==> src/sv/nir_pkg.sv <==
// Shared types and constants for the NEC IR pulse-width decoder.
// No dependencies; used by nir_decode, nir_rsp_queue and the top level.
package nir_pkg;

   localparam int CFG_WIDTH   = 16;
   localparam int FRAME_BITS  = 32;
   localparam int BITS_CNT_W  = 6;
   localparam int HALF_WIDTH  = 16;
   localparam int CSR_IDX_W   = 3;

   // register indexes
   localparam logic [CSR_IDX_W-1:0] CSR_LEADER_MIN = 3'd0;
   localparam logic [CSR_IDX_W-1:0] CSR_LEADER_MAX = 3'd1;
   localparam logic [CSR_IDX_W-1:0] CSR_REPEAT_MIN = 3'd2;
   localparam logic [CSR_IDX_W-1:0] CSR_REPEAT_MAX = 3'd3;
   localparam logic [CSR_IDX_W-1:0] CSR_ONE_THRESH = 3'd4;

   // reset values
   localparam logic [CFG_WIDTH-1:0] LEADER_MIN_RST = 16'd8700;
   localparam logic [CFG_WIDTH-1:0] LEADER_MAX_RST = 16'd9300;
   localparam logic [CFG_WIDTH-1:0] REPEAT_MIN_RST = 16'd2000;
   localparam logic [CFG_WIDTH-1:0] REPEAT_MAX_RST = 16'd2400;
   localparam logic [CFG_WIDTH-1:0] ONE_THRESH_RST = 16'd1300;

   // frame status codes
   localparam logic [1:0] STATUS_FRAME  = 2'd0;
   localparam logic [1:0] STATUS_LEADER = 2'd1;
   localparam logic [1:0] STATUS_REPEAT = 2'd2;

   typedef struct packed {
      logic [CFG_WIDTH-1:0] leader_min;
      logic [CFG_WIDTH-1:0] leader_max;
      logic [CFG_WIDTH-1:0] repeat_min;
      logic [CFG_WIDTH-1:0] repeat_max;
      logic [CFG_WIDTH-1:0] one_thresh;
   } cfg_type;

   typedef struct packed {
      logic [1:0]            status;
      logic [HALF_WIDTH-1:0] address;
      logic [HALF_WIDTH-1:0] command;
   } result_type;

   typedef enum logic [6:0] {
      PH_IDLE         = 7'b0000001,
      PH_LEADER       = 7'b0000010,
      PH_SPACE        = 7'b0000100,
      PH_REPEAT_BURST = 7'b0001000,
      PH_BIT_BURST    = 7'b0010000,
      PH_BIT_SPACE    = 7'b0100000,
      PH_FINAL_BURST  = 7'b1000000
   } phase_type;

endpackage

==> src/sv/nec_ir_pulse_width_decoder_top.sv <==
// NEC infrared pulse-width decoder, one receiver sample per item.
// Each accepted item is one tick's sample of the active-low receiver line
// (0 = burst, 1 = space). The sample lands in an input register and is
// consumed by the decoder state machine when the queue has space; any
// result is pushed into a two-entry output queue. Sustained rate is one
// item per clock; the input stalls only while both queue entries hold
// results that rsp_ready has not taken. A result is pushed when the
// sample that ends the burst leaves the input register, and rsp_valid
// rises once the queue entry holding that result has been written.
// Results: status 0 with address (first 16 bits, MSB first) and command
// (last 16 bits) after the final burst; status 1 for a leader outside
// [leader_min, leader_max] at its rising edge; status 2 for a repeat code
// when the repeat burst ends. Durations saturate at 2^COUNT_WIDTH-1.
// Registers are written through csr_we/csr_index/csr_wdata; indexes above
// 4 are ignored. Write them only while the decoder is idle.
// Depends on nir_pkg, nir_decode and nir_rsp_queue.
module nec_ir_pulse_width_decoder_top #(
   parameter int COUNT_WIDTH = 16
) (
   input  logic                            clock,
   input  logic                            reset,
   // sample input
   input  logic                            req_valid,
   output logic                            req_ready,
   input  logic                            req_ir_level,
   // decoded results
   output logic                            rsp_valid,
   input  logic                            rsp_ready,
   output logic [1:0]                      rsp_frame_status,
   output logic [nir_pkg::HALF_WIDTH-1:0]  rsp_frame_address,
   output logic [nir_pkg::HALF_WIDTH-1:0]  rsp_frame_command,
   // register writes
   input  logic                            csr_we,
   input  logic [nir_pkg::CSR_IDX_W-1:0]   csr_index,
   input  logic [nir_pkg::CFG_WIDTH-1:0]   csr_wdata
);
   import nir_pkg::*;

   cfg_type     cfg_ff, cfg_in;
   logic        s0_valid_ff, s0_valid_in;
   logic        s0_level_ff;
   logic        q_space;
   logic        advance;
   logic        dec_valid;
   result_type  dec_res;
   result_type  q_data;

   // sample moves on when the queue can take a possible result
   assign advance   = s0_valid_ff && q_space;
   assign req_ready = !s0_valid_ff || advance;

   always_comb begin
      s0_valid_in = s0_valid_ff;
      if (req_valid && req_ready) begin
         s0_valid_in = 1'b1;
      end else if (advance) begin
         s0_valid_in = 1'b0;
      end
   end

   always_ff @(posedge clock) begin
      if (reset) begin
         s0_valid_ff <= 1'b0;
      end else begin
         s0_valid_ff <= s0_valid_in;
      end
   end

   always_ff @(posedge clock) begin
      if (req_valid && req_ready) begin
         s0_level_ff <= req_ir_level;
      end
   end

   // config registers
   always_comb begin
      cfg_in = cfg_ff;
      if (csr_we) begin
         case (csr_index)
            CSR_LEADER_MIN: cfg_in.leader_min = csr_wdata;
            CSR_LEADER_MAX: cfg_in.leader_max = csr_wdata;
            CSR_REPEAT_MIN: cfg_in.repeat_min = csr_wdata;
            CSR_REPEAT_MAX: cfg_in.repeat_max = csr_wdata;
            CSR_ONE_THRESH: cfg_in.one_thresh = csr_wdata;
            default:        cfg_in = cfg_ff;
         endcase
      end
   end

   always_ff @(posedge clock) begin
      if (reset) begin
         cfg_ff.leader_min <= LEADER_MIN_RST;
         cfg_ff.leader_max <= LEADER_MAX_RST;
         cfg_ff.repeat_min <= REPEAT_MIN_RST;
         cfg_ff.repeat_max <= REPEAT_MAX_RST;
         cfg_ff.one_thresh <= ONE_THRESH_RST;
      end else begin
         cfg_ff <= cfg_in;
      end
   end

   nir_decode #(
      .COUNT_WIDTH (COUNT_WIDTH)
   ) u_decode (
      .clock      (clock),
      .reset      (reset),
      .step_valid (advance),
      .step_level (s0_level_ff),
      .cfg        (cfg_ff),
      .res_valid  (dec_valid),
      .res        (dec_res)
   );

   nir_rsp_queue u_rsp_queue (
      .clock     (clock),
      .reset     (reset),
      .push      (dec_valid),
      .push_data (dec_res),
      .has_space (q_space),
      .rsp_valid (rsp_valid),
      .rsp_ready (rsp_ready),
      .rsp_data  (q_data)
   );

   assign rsp_frame_status  = q_data.status;
   assign rsp_frame_address = q_data.address;
   assign rsp_frame_command = q_data.command;

endmodule

==> src/sv/nir_decode.sv <==
// Decoder state machine: times bursts and spaces, shifts in data bits.
// Depends on nir_pkg.
module nir_decode #(
   parameter int COUNT_WIDTH = 16
) (
   input  logic                clock,
   input  logic                reset,
   input  logic                step_valid,
   input  logic                step_level,
   input  nir_pkg::cfg_type    cfg,
   output logic                res_valid,
   output nir_pkg::result_type res
);
   import nir_pkg::*;

   localparam int CMP_W = (COUNT_WIDTH > CFG_WIDTH) ? COUNT_WIDTH : CFG_WIDTH;
   localparam logic [COUNT_WIDTH-1:0] COUNT_MAX = '1;
   localparam logic [COUNT_WIDTH-1:0] COUNT_ONE = COUNT_WIDTH'(1);
   localparam logic [BITS_CNT_W-1:0]  LAST_BIT  = BITS_CNT_W'(FRAME_BITS - 1);

   phase_type               phase_ff, phase_in;
   logic [COUNT_WIDTH-1:0]  dur_ff, dur_in;
   logic [BITS_CNT_W-1:0]   bits_ff, bits_in;
   logic [FRAME_BITS-1:0]   shift_ff, shift_in;

   logic [COUNT_WIDTH-1:0]  dur_inc;
   logic [CMP_W-1:0]        dur_x;
   logic                    leader_bad;
   logic                    is_repeat;
   logic                    bit_one;

   assign dur_inc    = (dur_ff == COUNT_MAX) ? dur_ff : dur_ff + COUNT_ONE;
   assign dur_x      = CMP_W'(dur_ff);
   assign leader_bad = (dur_x < CMP_W'(cfg.leader_min)) || (dur_x > CMP_W'(cfg.leader_max));
   assign is_repeat  = (dur_x > CMP_W'(cfg.repeat_min)) && (dur_x < CMP_W'(cfg.repeat_max));
   assign bit_one    = dur_x > CMP_W'(cfg.one_thresh);

   always_comb begin
      phase_in    = phase_ff;
      dur_in      = dur_ff;
      bits_in     = bits_ff;
      shift_in    = shift_ff;
      res_valid   = 1'b0;
      res.status  = STATUS_FRAME;
      res.address = '0;
      res.command = '0;
      case (phase_ff)
         PH_LEADER: begin
            if (!step_level) begin
               dur_in = dur_inc;
            end else if (leader_bad) begin
               phase_in   = PH_IDLE;
               dur_in     = '0;
               res_valid  = 1'b1;
               res.status = STATUS_LEADER;
            end else begin
               phase_in = PH_SPACE;
               dur_in   = COUNT_ONE;
            end
         end
         PH_SPACE: begin
            if (step_level) begin
               dur_in = dur_inc;
            end else begin
               if (is_repeat) begin
                  phase_in = PH_REPEAT_BURST;
               end else begin
                  phase_in = PH_BIT_BURST;
                  bits_in  = '0;
                  shift_in = '0;
               end
               dur_in = '0;
            end
         end
         PH_REPEAT_BURST: begin
            if (step_level) begin
               phase_in   = PH_IDLE;
               res_valid  = 1'b1;
               res.status = STATUS_REPEAT;
            end
         end
         PH_BIT_BURST: begin
            if (step_level) begin
               phase_in = PH_BIT_SPACE;
               dur_in   = COUNT_ONE;
            end
         end
         PH_BIT_SPACE: begin
            if (step_level) begin
               dur_in = dur_inc;
            end else begin
               shift_in = {shift_ff[FRAME_BITS-2:0], bit_one};
               bits_in  = bits_ff + BITS_CNT_W'(1);
               dur_in   = '0;
               // count reaches the frame length on this bit
               phase_in = (bits_ff >= LAST_BIT) ? PH_FINAL_BURST : PH_BIT_BURST;
            end
         end
         PH_FINAL_BURST: begin
            if (step_level) begin
               phase_in    = PH_IDLE;
               res_valid   = 1'b1;
               res.status  = STATUS_FRAME;
               res.address = shift_ff[FRAME_BITS-1:HALF_WIDTH];
               res.command = shift_ff[HALF_WIDTH-1:0];
            end
         end
         default: begin
            // idle, and any stray code
            if (!step_level) begin
               phase_in = PH_LEADER;
               dur_in   = COUNT_ONE;
            end else begin
               phase_in = PH_IDLE;
            end
         end
      endcase
      if (!step_valid) begin
         res_valid = 1'b0;
      end
   end

   always_ff @(posedge clock) begin
      if (reset) begin
         phase_ff <= PH_IDLE;
         dur_ff   <= '0;
         bits_ff  <= '0;
         shift_ff <= '0;
      end else if (step_valid) begin
         phase_ff <= phase_in;
         dur_ff   <= dur_in;
         bits_ff  <= bits_in;
         shift_ff <= shift_in;
      end
   end

endmodule

==> src/sv/nir_rsp_queue.sv <==
// Two-entry result queue decoupling the decoder from rsp_ready.
// Depends on nir_pkg.
module nir_rsp_queue (
   input  logic                clock,
   input  logic                reset,
   input  logic                push,
   input  nir_pkg::result_type push_data,
   output logic                has_space,
   output logic                rsp_valid,
   input  logic                rsp_ready,
   output nir_pkg::result_type rsp_data
);
   import nir_pkg::*;

   result_type  mem_ff [2];
   logic        wr_ptr_ff, wr_ptr_in;
   logic        rd_ptr_ff, rd_ptr_in;
   logic [1:0]  count_ff, count_in;
   logic        pop;

   assign has_space = (count_ff != 2'd2);
   assign rsp_valid = (count_ff != 2'd0);
   assign rsp_data  = mem_ff[rd_ptr_ff];
   assign pop       = rsp_valid && rsp_ready;

   always_comb begin
      wr_ptr_in = push ? ~wr_ptr_ff : wr_ptr_ff;
      rd_ptr_in = pop  ? ~rd_ptr_ff : rd_ptr_ff;
      count_in  = count_ff + {1'b0, push} - {1'b0, pop};
   end

   always_ff @(posedge clock) begin
      if (reset) begin
         wr_ptr_ff <= 1'b0;
         rd_ptr_ff <= 1'b0;
         count_ff  <= 2'd0;
      end else begin
         wr_ptr_ff <= wr_ptr_in;
         rd_ptr_ff <= rd_ptr_in;
         count_ff  <= count_in;
      end
   end

   always_ff @(posedge clock) begin
      if (push) begin
         mem_ff[wr_ptr_ff] <= push_data;
      end
   end

endmodule

==> config.mk <==
export PLATFORM = sky130hd
export DESIGN_NAME = nec_ir_pulse_width_decoder_top
export DESIGN_NICKNAME = d
export VERILOG_FILES = /design/src/sv/nir_pkg.sv /design/src/sv/nec_ir_pulse_width_decoder_top.sv /design/src/sv/nir_decode.sv /design/src/sv/nir_rsp_queue.sv
export SDC_FILE = /design/constraint.sdc
export NUM_CORES = 1
export LEC_CHECK = 0
export BUFFER_PORTS_ARGS = -buffer_cell sky130_fd_sc_hd__buf_2
export CAP_MARGIN = 10
export CORE_ASPECT_RATIO = 1.4
export CORE_MARGIN = 8
export CORE_UTILIZATION = 60
export DETAILED_ROUTE_END_ITERATION = 8
export PLACE_DENSITY = 0.81
export SETUP_SLACK_MARGIN = 0.3
export SLEW_MARGIN = 0
export SYNTH_ARGS = -nofsm -noshare
export SYNTH_HDL_FRONTEND = slang
export SYNTH_HIERARCHICAL = 1
export SYNTH_SLANG_ARGS = --single-unit
==> constraint.sdc <==
create_clock -name clock -period 11.4 [get_ports clock]
set_clock_uncertainty 0.05 [all_clocks]
set_input_delay 2.28 -clock clock [delete_from_list [all_inputs] [get_ports clock]]
set_output_delay 2.28 -clock clock [all_outputs]
set_load 0.01 [all_outputs]
-- After elaboration in Yosys (flattened, before gate mapping)
Memory sizes are Yosys's and may differ from the RTL's. A register that Yosys moved wholly into a read port is not among the register bits.
Cells that the tools add are included.
W data, S select, Z words.
- register bits after elaboration: 147
- RAM bits: 68
- input bits: 25
- output and inout port bits: 36
- logic and storage cells: 110
- memories kept: 1
- add/sub/neg operators: 4
- $lt $le $gt $ge: 6
- equal/unequal tests: 19
- muxes and demuxes: 42
- bitwise operators: 3
- reductions and logical operators: 21
- memory list (name ; words ; bits a word ; read ports ; clocked after Yosys merged registers in ; write ports ; line ; source):
    u_rsp_queue.mem_ff ; 2 ; 34 ; 1 ; 1 ; 1 ; nir_rsp_queue.sv:15 ; result_type mem_ff [2];
- operator list (cell ; number):
    $mux W32 ; 5
    $mux W16 ; 5
    $pmux W16 S4 ; 1
    $pmux W32 S2 ; 1
    $gt A16 B16 Y1 ; 3
    $mux W7 ; 6
    $pmux W7 S5 ; 1
    $lt A16 B16 Y1 ; 2
    $mux W6 ; 3
    $add A16 B1 Y16 const B ; 1
    $eq A16 B16 Y1 const B ; 1
    $mux W1 ; 12
    $ne A2 B2 Y1 const B ; 6
    $pmux W6 S2 ; 1
    $reduce_and A2 Y1 ; 5
    $eq A7 B2 Y1 const B ; 1
    $eq A7 B3 Y1 const B ; 1
    $eq A7 B4 Y1 const B ; 1
    $eq A7 B5 Y1 const B ; 1
    $eq A7 B6 Y1 const B ; 1
    $eq A7 B7 Y1 const B ; 1
    $add A6 B1 Y6 const B ; 1
    $eq A3 B2 Y1 const B ; 2
    $ge A6 B5 Y1 const B ; 1
    21 further kinds ; 32

-- Depth between registers and ports, before layout
Gate-level depths: netlist of run 1.
- word-level depth: 8
- gate-level depth with buffers: 12
- depth with buffers taken out: 12

-- Hierarchy
The synthesis of run 1 kept the hierarchy.
- by module, submodules not included (module ; instances ; cells an instance ; area each (um2) ; sequential area each (um2)):
    nir_decode ; 1 ; 660 ; 5173.7 ; 1221.2
    nec_ir_pulse_width_decoder_top ; 1 ; 304 ; 3235.6 ; 1651.6
    nir_rsp_queue ; 1 ; 129 ; 2830.2 ; 2142.1

-- Worst setup path after synthesis of run 1
OpenSTA, ideal clock, no wires.
- kind: reg-to-reg
- start point: register u_decode.dur_ff[1]
- end point: memory u_rsp_queue/mem_ff[0][0] (netlist name) (enable)
- setup time: 0.429 ns
- data arrival time: 3.513 ns
- required time: 10.921 ns
- path slack: 7.408 ns
- stages on the path, launching flop included: 9
- path buffers: 0
- clock period less this slack: 3.992 ns
- cell sequence: dfxtp_1 -> ha_1 -> a211o_1 -> a2111oi_0 -> o21ai_0 -> o21ai_0 -> nand2_1 -> a21oi_1 -> nor2b_1
- word-level cells in the longest chain between the ends: 8
- elaborated cells between the ends (all ways): 9
- those cells by class: 2 x order compare; 6 x mux; 1 x reduce/logical
- RTL lines (what ; line ; source):
    start: declaration ; nir_decode.sv:22 ; logic [COUNT_WIDTH-1:0] dur_ff, dur_in;
    start signal: assignment ; nir_decode.sv:131 ; dur_ff <= dur_in;
    $lt A16 B16 Y1 or $gt A16 B16 Y1 (tied branches) ; nir_decode.sv:34 ; assign leader_bad = (dur_x < CMP_W'(cfg.leader_min)) || (dur_x > CMP_W'(cfg.leader_max));
    $logic_or A1 B1 Y1 (*) ; nir_decode.sv:34 ;
    $mux W1 (*) ; nir_decode.sv:51 ; end else if (leader_bad) begin
    $mux W1 (*) ; nir_decode.sv:49 ; if (!step_level) begin
    $pmux W1 S2 (*) ; nir_decode.sv:47 ; case (phase_ff)
    $mux W1 (*) ; nir_decode.sv:118 ; if (!step_valid) begin
    via dec_valid ; nec_ir_pulse_width_decoder_top.sv:44 ; logic dec_valid;
    $mux W1 (*) ; nir_rsp_queue.sv:45 ; if (push) begin
    $mux W1 (not written as such) (*) ; nir_rsp_queue.sv:46 ; mem_ff[wr_ptr_ff] <= push_data;
    end: declaration ; nir_rsp_queue.sv:15 ;
The timed path passes the listed nets; every way through them passes the cells marked *.

==> flow_metrics.env, run 1 <==
export IMPL_die_area_um2=23400
export IMPL_required_ps=9070
export IMPL_cp_depth=3
export IMPL_hold_class="reg2reg"
export IMPL_via_count=7956
export IMPL_avgSynthCellArea_um2=10.3
export IMPL_die_h_um=178
export IMPL_synthArstFlopShare=0
export IMPL_switching_power_mw=0.375
export IMPL_post_drt_via_cell_ratio=5.73
export IMPL_seq_area_frac_synth=0.446
export IMPL_clockBufferDepth=3
export IMPL_slew_headroom=0.251
export IMPL_critPathMaxFanout=34
export IMPL_fmax_ghz=0.242
export IMPL_synth_nets=1200
export IMPL_grt_first_pass_wirelength_mm=39.0
export IMPL_postCtsSetupRepairBufs=0
export IMPL_ant_nets=0
export IMPL_clk_pin_slew_ps=60
export IMPL_cp_arrival_ps=1810
export IMPL_end_kind="output port"
export IMPL_ctsHoldBuffers=0
export IMPL_rows=59
export IMPL_dp_hpwl_mm=16.6
export IMPL_portBuffers=60
export IMPL_nFillCells=1435
export IMPL_internal_power_mw=1.32
export IMPL_numCtsBuffers=21
export IMPL_ir_drop_mv=0.0992
export IMPL_coreArea_um2=18500
export IMPL_p_per_area_nw_per_um2=137
export IMPL_drc=0
export IMPL_min_path_cells=2
export IMPL_finalSetupTns_ps=0
export IMPL_gp_congestion=0.947
export IMPL_dominantRegCellSynth="dfxtp_1"
export IMPL_worst_path_max_delay_cell="buf_4"
export IMPL_fin_nets=1238
export IMPL_first_global_vias=8038
export IMPL_ys_types=71
export IMPL_drt_pass1_iter_count=6
export IMPL_drive_gt1_frac=0.152
export IMPL_clkLatencyLatePin_ps=490
export IMPL_ys_ff_latch=216
export IMPL_cp_slowest_stage_delay_ps=460
export IMPL_globalRoute_totalOverflow=0
export IMPL_power_frac_comb=0.097
export IMPL_synthToLayoutAreaGrowth_pct=10.4
export IMPL_die_width_um=132
export IMPL_initial_core_util=0.609
export IMPL_r2r_cells=9
export IMPL_wl_mm=23.4
export IMPL_hold_viol_final=0
export IMPL_holdWs_ps=427
export IMPL_yosys_warnings=6
export IMPL_grt_setup_unrepaired="false"
export IMPL_synth_edf_count=69
export IMPL_dr_first_iter_drc_count=427
export IMPL_path_delay_family="buffers and inverters"
export IMPL_worstSetupStartpointType="flop"
export IMPL_worst_setup_path_type="reg2out"
export IMPL_final_cell_mix="dfxtp_1 (146), nand2b_1 (97), mux2i_1 (85)"
export IMPL_antenna_cells=0
export IMPL_maxCapViolations=0
export IMPL_pin_count=61
export IMPL_maxSlewViolCount=0
export IMPL_max_slew_worst_pin_slew_ps=1120
export IMPL_p_seq_frac=0.477
export IMPL_post_cts_resized=0
export IMPL_final_common_cell="dfxtp_1"
export IMPL_swShare=0.221
export IMPL_grt_max_degree=89
export IMPL_power_leakage_nw=5.29
export IMPL_worstPathBufferInverterCount=2
export IMPL_period_share=0.363
export IMPL_cts_sinks=216
export IMPL_syn_inst=1093
export IMPL_syn_cell_area_um2=11200
export IMPL_period_minus_slack_ps=4140
export IMPL_crit_chain="buf_4, mux2_2, buf_2"
export IMPL_cts_root_buf="clkbuf_16"
export IMPL_wl_per_cell_um=16.9
export IMPL_finalSetupViolCount=0
export IMPL_cts_tree="built"
export IMPL_grt_antenna_before_repair=0
export IMPL_status="complete, no violations"
export IMPL_power_share_clock=0.426
export IMPL_grt_usage=0.200
export IMPL_h_tree_depth=1
cell type report:
class | count | area, um^2 | share of cell area
Clock buffer | 30 | 599 | 0.0483
Clock inverter | 7 | 125 | 0.0101
Inverter | 82 | 308 | 0.0248
Multi-Input combinational cell | 737 | 5660 | 0.456
Sequential cell | 216 | 5020 | 0.404
Tap cell | 244 | 305 | 0.0246
Timing Repair Buffer | 73 | 400 | 0.0323
flip-flops by register name (all words and copies together) (netlist names), named ones only:
signal,cells
cfg_ff,80
s0_level_ff,1
s0_valid_ff,1
u_decode/bits_ff,6
u_decode/dur_ff,16
u_decode/phase_ff,7
u_decode/shift_ff,32
u_rsp_queue/count_ff,2
u_rsp_queue/mem_ff,68
u_rsp_queue/rd_ptr_ff,1
u_rsp_queue/wr_ptr_ff,1
layer usage:
layer | track usage | wire length [um] | share of wire | up-vias
met1 | 0.222 | 9620 | 0.41 | 3762
met3 | 0.0312 | 952 | 0.041 | 72
met4 | 0.107 | 1070 | 0.046 | 0
met5 | 0 | 0 | 0 | -
met2 | 0.361 | 11800 | 0.50 | 181
li1 | - | - | - | 3941
worst paths after layout:
kind | start | end | slack, ps
min reg2reg | cfg_ff[34]$_SDFFE_PP0P_ | cfg_ff[34]$_SDFFE_PP0P_ | 430
max | flop | rsp_frame_command[1] | 7260
min | cfg_ff[34]$_SDFFE_PP0P_ | cfg_ff[34]$_SDFFE_PP0P_ | 430
max reg2reg | u_decode/dur_ff[11]$_SDFFE_PP0P_ | u_rsp_queue/mem_ff[0][22]$_DFFE_PP_ | 7810
worst register-to-register path: cells and delay by family, from the launching register on:
family | cells | cell delay [ps]
AO/OA/AOI/OAI | 3 | 1200
AND/OR/NAND/NOR | 4 | 720
flip-flops | 1 | 460
adder cells (fa/ha/maj) | 1 | 410
buffers and inverters | 1 | 380
synth_stat cells, drive strengths merged (7+ instances only):
cell    number  area, um^2
buf         18         135
nor3         7        35.0
a31o        14         123
dfxtp      147        2940
nor4         7        43.8
o41ai       16         140
nor2        73         277
and2        36         225
nand4       15        93.8
nand2       32         120
clkbuf      40         150
or2          7        43.8
a21oi       57         285
o21ai       40         200
nor2b       20         125
inv         82         308
mux2i       85         851
mux2        37         529
ha          82        1030
nand2b      97         607
xor2         8        70.1
edfxtp      69        2070
nand3       16        80.1
kinds of logic after synthesis:
| group | synth area share |
|---|---|
| AOI/OAI and AO/OA | 0.0999 |
| xor gates and xnor gates | 0.0129 |
| adders and majority gates | 0.0913 |
| buffers and inverters | 0.0528 |
| DFF | 0.446 |
| muxes | 0.123 |
| and+or+nand+nor | 0.174 |
power groups by stage:
| stage | clock [mW] | sequential, mW | combinational, mW |
|---|---|---|---|
| finish | 0.722 | 0.810 | 0.164 |
| detailed placement | 0 | 0.826 | 0.166 |
| global route | 0.768 | 0.810 | 0.180 |
| CTS | 0.736 | 0.809 | 0.167 |
| global placement | 0 | 0.826 | 0.164 |
| floorplan | 0 | 0.822 | 0.127 |
through the flow:
| step | instance area [um^2] | setup WS, ps | total power [mW] | cells | utilization |
|---|---|---|---|---|---|
| after floorplan | 11200 | 7410 | 0.949 | 1093 | - |
| after global placement | 11700 | 7120 | 0.990 | 1352 | 0.633 |
| after detailed placement | 11700 | 7120 | 0.993 | 1352 | 0.633 |
| after CTS | 12400 | 7220 | 1.71 | 1389 | 0.673 |
| after global routing | 12400 | 7160 | 1.76 | 1389 | 0.673 |
| final | 12400 | 7260 | 1.70 | 1389 | 0.673 |
No activity file was read; power rests on OpenSTA's default activity.
==> run 2, diff against run 1 <==
clock period = 4.25 ns   (was 11.4 ns; I/O delays follow)
==> run 2 against run 1 <==
Against the previous run:
- total power grew to 2.6 times the previous value
- global-route usage up 0.85 points
- clock-buffer cell count shrank 6
- register-to-register slack worse by 7100 ps
- clock power rose to 2.5 times the previous value
- core utilization down 0.14 points
- highest routed layer unchanged
==> flow_metrics.env, run 2 (synthesis gave the netlist of run 1 again) <==
export IMPL_status="complete, no violations"
export IMPL_numCtsBuffers=20
export IMPL_ctsHoldBuffers=0
export IMPL_final_cell_mix="dfxtp_1 (146), nand2b_1 (97), mux2i_1 (85)"
export IMPL_top_register="cfg_ff"
export IMPL_required_ps=4330
export IMPL_clockBufferDepth=3
export IMPL_final_common_cell="dfxtp_1"
export IMPL_ant_nets=0
export IMPL_p_per_area_nw_per_um2=360
export IMPL_die_area_um2=23400
export IMPL_rrSetupSlack_ps=720
export IMPL_worstPathBufferInverterCount=1
export IMPL_seqCellArea_um2=5020
export IMPL_cts_tree="built"
export IMPL_hold_class="reg2reg"
export IMPL_wl_mm=24.6
export IMPL_pin_count=61
export IMPL_clk_pin_slew_ps=60
export IMPL_dpl_cell_count=1353
export IMPL_clkLatencyLatePin_ps=500
export IMPL_finalSetupTns_ps=0
export IMPL_reg_top3="cfg_ff x80, u_rsp_queue/mem_ff x68, u_decode/shift_ff x32"
export IMPL_critPathMaxFanout=34
export IMPL_portBuffers=60
export IMPL_fmax_ghz=0.283
export IMPL_synthToLayoutAreaGrowth_pct=10.2
export IMPL_period_share=0.831
export IMPL_drt_pass1_iter_count=5
export IMPL_worstSetupStartpointType="flop"
export IMPL_initial_core_util=0.609
export IMPL_hold_start="u_decode/shift_ff[31]$_SDFFE_PP0P_"
export IMPL_drc=0
export IMPL_period_minus_slack_ps=3530
export IMPL_nFillCells=1456
export IMPL_first_global_vias=8001
export IMPL_dr_first_iter_drc_count=508
export IMPL_rr_startpoint="u_decode/dur_ff[11]$_SDFFE_PP0P_"
export IMPL_grt_max_degree=65
export IMPL_post_drt_via_cell_ratio=5.72
export IMPL_cp_arrival_ps=3610
export IMPL_grt_antenna_before_repair=0
export IMPL_post_cts_resized=0
export IMPL_fin_nets=1238
export IMPL_grt_usage=0.208
export IMPL_coreArea_um2=18500
export IMPL_dp_hpwl_mm=17.6
export IMPL_largest_reg_flops=80
export IMPL_path_delay_family="compound AO/OA/AOI/OAI gates"
export IMPL_finalSetupViolCount=0
export IMPL_cts_root_buf="clkbuf_16"
export IMPL_grt_setup_unrepaired="false"
export IMPL_hold_viol_final=0
export IMPL_wl_per_cell_um=17.7
export IMPL_stdcell_count=1389
export IMPL_p_total_mw=4.46
export IMPL_ir_drop_mv=0.334
export IMPL_power_leakage_nw=5.27
export IMPL_max_slew_worst_pin_slew_ps=1080
export IMPL_globalRoute_totalOverflow=0
export IMPL_rows=59
export IMPL_postCtsSetupRepairBufs=0
export IMPL_antenna_cells=0
export IMPL_drive_gt1_frac=0.156
export IMPL_end_kind="flop"
export IMPL_worst_setup_path_type="reg2reg"
export IMPL_slew_headroom=0.273
export IMPL_h_tree_depth=1
export IMPL_die_h_um=178
export IMPL_maxSlewViolCount=0
export IMPL_startpoint="u_decode/dur_ff[11]$_SDFFE_PP0P_"
export IMPL_cts_sinks=216
export IMPL_die_width_um=132
export IMPL_worst_path_max_delay_cell="o21ai_0"
export IMPL_multiInputGateArea_um2=5660
export IMPL_via_count=7941
export IMPL_crit_chain="ha_1, nand4_1, a2111oi_0, nor4_1, o21ai_0, nand2_1, a21oi_1, nor2b_2, buf_4"
export IMPL_grt_first_pass_wirelength_mm=40.0
export IMPL_maxCapViolations=0
export IMPL_cp_slowest_stage_delay_ps=570
export IMPL_gp_congestion=0.951
[run 2: changes by cell type in the layout (fill, tap and decap cells not counted), sizes merged]
cell      previous run  this run
clkinvlp             0         1
inv                 82        83
clkinv               4         8
clkbuf              30        24
buf                 73        74
bufinv               3         2
[run 2: path summary, 6_finish.rpt]
path	depth (start not counted)	to
setup reg to reg	9	u_rsp_queue/mem_ff[0][10]$_DFFE_PP_
setup / recovery	9	u_rsp_queue/mem_ff[0][10]$_DFFE_PP_
hold reg to reg	2	u_decode/shift_ff[31]$_SDFFE_PP0P_
hold / removal	2	u_decode/shift_ff[31]$_SDFFE_PP0P_
[run 2: area by class of cell]
type	count	area share
Timing Repair Buffer	74	0.0339
Multi-Input combinational cell	737	0.457
Sequential cell	216	0.405
Clock buffer	24	0.0451
Inverter	82	0.0248
Clock inverter	12	0.00929
Tap cell	244	0.0246
[run 2: layer usage]
layer / track usage / share of wire / up-vias
met3: 0.0331 / 0.044 / 62
met5: 0 / 0 / -
li1: - / - / 3940
met4: 0.0955 / 0.039 / 0
met2: 0.378 / 0.51 / 182
met1: 0.235 / 0.41 / 3757
[run 2: worst register-to-register path, stage by stage, from the launching register on]
cell       delay, ps
dfxtp_1          420
ha_1             370
nand4_1          190
a2111oi_0        390
nor4_1           110
o21ai_0          570
nand2_1          160
a21oi_1          310
nor2b_2          200
buf_4            390
[run 2: metrics by stage]
stage                util  cell area [um^2]  worst slack, ps  hold WS, ps
finish              0.671             12400              719          422
global route        0.671             12400              399          450
CTS                 0.671             12400              752          424
detailed placement  0.635             11700              773          413
global placement    0.635             11700              815          407
floorplan               -             11200              888          395
[run 2: where the power goes]
group	switching, mW	leakage (nW)	internal (mW)
registers	0.0532	1.81	2.14
logic	0.194	3.12	0.233
clock network	0.768	0.339	1.06
total	1.02	5.27	3.44
